==> src/design/swm_pkg.sv <==
// Shared types and constants for the sliding window minimum block.
package swm_pkg;

  localparam int SAMPLE_W   = 32;
  localparam int CFG_W      = 7;
  localparam int GROUP_SIZE = 8;
  localparam int GROUP_W    = 3;

  localparam logic [CFG_W-1:0] WINDOW_RESET = 7'd3;

  typedef logic signed [SAMPLE_W-1:0] sample_t;

endpackage

==> src/design/swm_cell.sv <==
// One cell of the running minimum chain: min of its left neighbour and the new sample.
module swm_cell (
  input  logic             clk,
  input  logic             en,
  input  swm_pkg::sample_t sample,
  input  swm_pkg::sample_t prev_min,
  output swm_pkg::sample_t run_min
);
  import swm_pkg::*;

  sample_t run_min_next;

  assign run_min_next = (prev_min < sample) ? prev_min : sample;

  always_ff @(posedge clk) begin
    if (en) begin
      run_min <= run_min_next;
    end
  end

endmodule

==> config.mk <==
export PLATFORM = sky130hd
export DESIGN_NAME = swm_cell
export DESIGN_NICKNAME = d
export VERILOG_FILES = /design/src/design/swm_pkg.sv /design/src/design/swm_cell.sv
export SDC_FILE = /design/constraint.sdc
export NUM_CORES = 1
export LEC_CHECK = 0
export BUFFER_PORTS_ARGS = -buffer_cell sky130_fd_sc_hd__buf_4
export CORE_ASPECT_RATIO = 0.6
export CORE_UTILIZATION = 30
export CTS_CLUSTER_DIAMETER = 60
export DETAILED_ROUTE_END_ITERATION = 7
export GPL_TIMING_DRIVEN = 0
export PLACE_DENSITY_LB_ADDON = 0.25
export SYNTH_ARGS = -nofsm -noshare
export SYNTH_HDL_FRONTEND = slang
export SYNTH_SLANG_ARGS = --single-unit
export TNS_END_PERCENT = 1
==> constraint.sdc <==
create_clock -name clk -period 8.33 [get_ports clk]
set_clock_uncertainty 0.1 [all_clocks]
set_input_delay 1.666 -clock clk [delete_from_list [all_inputs] [get_ports clk]]
set_output_delay 1.666 -clock clk [all_outputs]
set_load 0.01 [all_outputs]
* Yosys cells after proc, flatten, opt, wreduce, memory -nomap -nowiden
Index checks and enable logic that the tools add are counted.
Word-level totals: input bits 66, word-level logic and storage cells 3, register bits after elaboration 32, output and inout bits 32
Cells by class: magnitude comparators 1, muxes and demuxes 1
Operators by type and width (number):
- < comparator 32 bit | 1
- 2-to-1 mux 32 bit | 1

* Logic depth before layout (Yosys ltp)
depth after elaboration 2, gate-level depth with buffers 9, gate-level depth less buffers 8

* Least setup slack after synthesis
No wires, ideal clock.
kind input port to flip-flop, from input port sample[30], to register run_min[10], data pin, buffers on the path 1, stages 9, data arrival time 3.530 ns, library setup time 0.260 ns, data required time 7.970 ns, setup slack 4.440 ns, path through inv_1 ha_1 nand4_1 nor3_1 a211oi_2 o22ai_1 a221oi_4 buf_6 mux2_4
On the way: word-level cells in the longest chain between the ends 2
Ends and longest elaborated chain:
- start: declaration | line swm_cell.sv:5 | input swm_pkg::sample_t sample,
- < comparator 32 bit | line swm_cell.sv:13 | assign run_min_next = (prev_min < sample) ? prev_min : sample;
- 2-to-1 mux 32 bit | line swm_cell.sv:13
- net run_min_next[10] | line swm_cell.sv:11 | sample_t run_min_next;
- end signal: assignment | line swm_cell.sv:17 | run_min <= run_min_next;
- end: declaration | line swm_cell.sv:7 | output swm_pkg::sample_t run_min
The timed path passes the listed nets, and every way through them passes these cells. A chain may end at the register's enable or synchronous reset.

* Worst setup path in the final report
from input port sample[30], to register run_min[8], data pin
The elaborated chain is that of the path after synthesis.

==> results.cfg <==
[sta]
max_freq_mhz = 250.6
setup_tns_ns = 0
maxSlewHeadroom_pct = 51.76
hold_violations = 0
min_period_ns = 3.990
maxSlewViolCount = 0
rsz0062_at_grt = no
finalSetupViolations = 0
tightestPinTransition_ns = 0.7169
fin_crit_sh_pct = 47.90

[placement]
port_buffers = 97
place_inst = 380
dpl.hpwl_mm = 4.234
routabilityCongestion = 0.7528

[critical_path]
path_buf_inv = 3
cpMaxStageDelayCell = a211oi_2
cp_max_fo = 10
cpLargestDelayFamily = compound AO/OA/AOI/OAI gates
end_kind = flop
crit_required_ns = 8.25
cp-start-kind = input port
crit_chain = buf_4 > inv_1 > ha_1 > nand4_1 > nor3_1 > a211oi_2 > o22ai_1 > a221oi_4 > buf_6 > mux2_4
worstSetupPathType = input port to flop
arrival_ns = 3.91
max_stage_delay_ns = 0.37

[cts]
cts-resized-gates = 0
cts_tree = built
cts-root-buf = clkbuf_16
ctsHtreeMaxLevel = 2
clock_sinks = 32
cts_setup_buffers = 0
clkTransAtPathRegs_ns = 0.06
postCtsHoldBufs = 0
cts_buffer_depth = 2
cts_buffers = 5

[grt]
grtUsageTotal_pct = 13.52
grt_pass1_vias = 1622
grt_pass1_wl_mm = 8.183
gr-total-overflow = 0
antenna_found_initial = 0
grt_start_max_net_pins = 33

[layout]
instances_no_fill = 388
layout_common_cells = buf_4, inv_1, edfxtp_1
num-nets-final = 380
top_register = run_min
fill_cells = 685
largestRegisters = run_min: 32 flops
final_layout_size_suffix_gt1_share_pct = 49.65
fin_util_pct = 45.20
largest_register_ffs = 32
final_common_cell = buf_4
diodes = 0
syn_to_final_growth_pct = 44.84

[flow_run]
drv_cap = 0

[power]
p_comb_share_pct = 29.3
pwr-share-seq_pct = 35.6
ir_drop_uv = 87.97
pwr-share-clk_pct = 35.2
p_leak_uw = 0.001642
p_int_uw = 441.0
p_sw_uw = 144.0
power_density_mw_per_mm2 = 177.4
switching_share_pct = 24.62

[yosys]
syn-num-nets = 276
syn_inst = 179
ys_ff_latch = 32
synth_xor_area_share_pct = 0
synth_top_area_share_pct = 42.20
yosys_warnings = 0
ys_seq_area_share_pct = 42.20
synthMuxAreaShare_pct = 20.77
yosysTopAreaCell = edfxtp_1
syn-mean-instance-area_um2 = 12.72
yosys.area_share.adder_pct = 17.03
ys_types = 24
synth_area_mm2 = 0.002277
synth_simple_gate_area_share_pct = 4.396
synth_compound_area_share_pct = 8.681
synth_top_family_by_area = multiplexers
synthTopCellsByArea = edfxtp_1, mux2_4, ha_1, inv_1, a21oi_1

[die]
die-area_mm2 = 0.007954
start_util_pct = 31.21
coreArea_mm2 = 0.007297
die_w_um = 114.5
row_count = 24
pin_count = 98
die_h_um = 69.49

[route]
avgRoutedWirePerCell_um = 13.37
drt-pass1-iter-count = 4
route.detailed.drc = 0
drt_iter0_markers = 50
postRouteWirelength_mm = 5.186
ant_nets = 0
vias = 1683
vias_per_cell = 4.338

[hold_path]
hp-class = input port to flop

[outcome]
status = finished, final reports clean
[area by class of cell]
cell class                      instances  area (µm²)  share of cell area (%)
Inverter                               33       123.9                   3.756
Timing Repair Buffer                   97       728.2                   22.08
Tap cell                              104       130.1                   3.945
Multi-Input combinational cell        111        1159                   35.13
Buffer                                  3       33.78                   1.024
Clock buffer                            5       125.1                   3.794
Clock inverter                          3       37.54                   1.138
Sequential cell                        32       960.9                   29.14
[metal layers]
layer	GRT usage, %	part of all wire [%]
met5	0	0
met4	3.463	0.66
met3	3.671	6.2
met2	18.59	41
met1	20.56	52
[cells by family (layout without fill, tap and decap cells)]
group           Yosys count  in the layout
compound gates           28             28
fa+ha+maj                31             31
buf+inv                  36            141
flops                    32             32
mux                      32             32
simple gates             20             20
[synthesized netlist by cell type]
master	count
nand4_1	6
nor2_1	2
a221oi_1	1
a21oi_1	14
edfxtp_1	32
o41ai_2	1
nor3_1	1
a211oi_2	1
o21ai_0	5
nand2_1	6
a31oi_1	1
mux2_2	2
buf_6	3
inv_1	33
ha_1	31
a21o_1	1
a211o_1	1
o22ai_1	1
a221oi_4	1
mux2_4	30
nand3_1	3
nor4_1	1
o311a_1	1
nand2b_1	1
[stage by stage]
stage          setup slack (ns)  power [µW]  hold slack (ns)  instance area, µm²
6_report                  4.340       585.0            1.602                3298
5_1_grt                   4.227       614.6            1.595                3298
3_3_place_gp              4.067       382.5            1.877                3136
2_1_floorplan             4.440       308.8            1.679                2277
4_1_cts                   4.320       593.0            1.598                3298
3_5_place_dp              4.029       384.8            1.879                3136
[power by group through the flow]
stage / clock (µW) / sequential, µW / combinational [µW]
floorplan: 0 / 222 / 86.7
global placement: 0 / 211 / 172
detailed placement: 0 / 211 / 173
CTS: 211 / 208 / 174
global route: 218 / 210 / 187
finish: 206 / 208 / 171
[final timing paths]
path	from	endpoint	slack [ns]	depth (start not counted)
worst min-delay path	sample[5]	run_min[5]	1.60	2
worst max-delay path	sample[30]	run_min[8]	4.34	10
No activity file was read; power rests on OpenSTA's default activity.
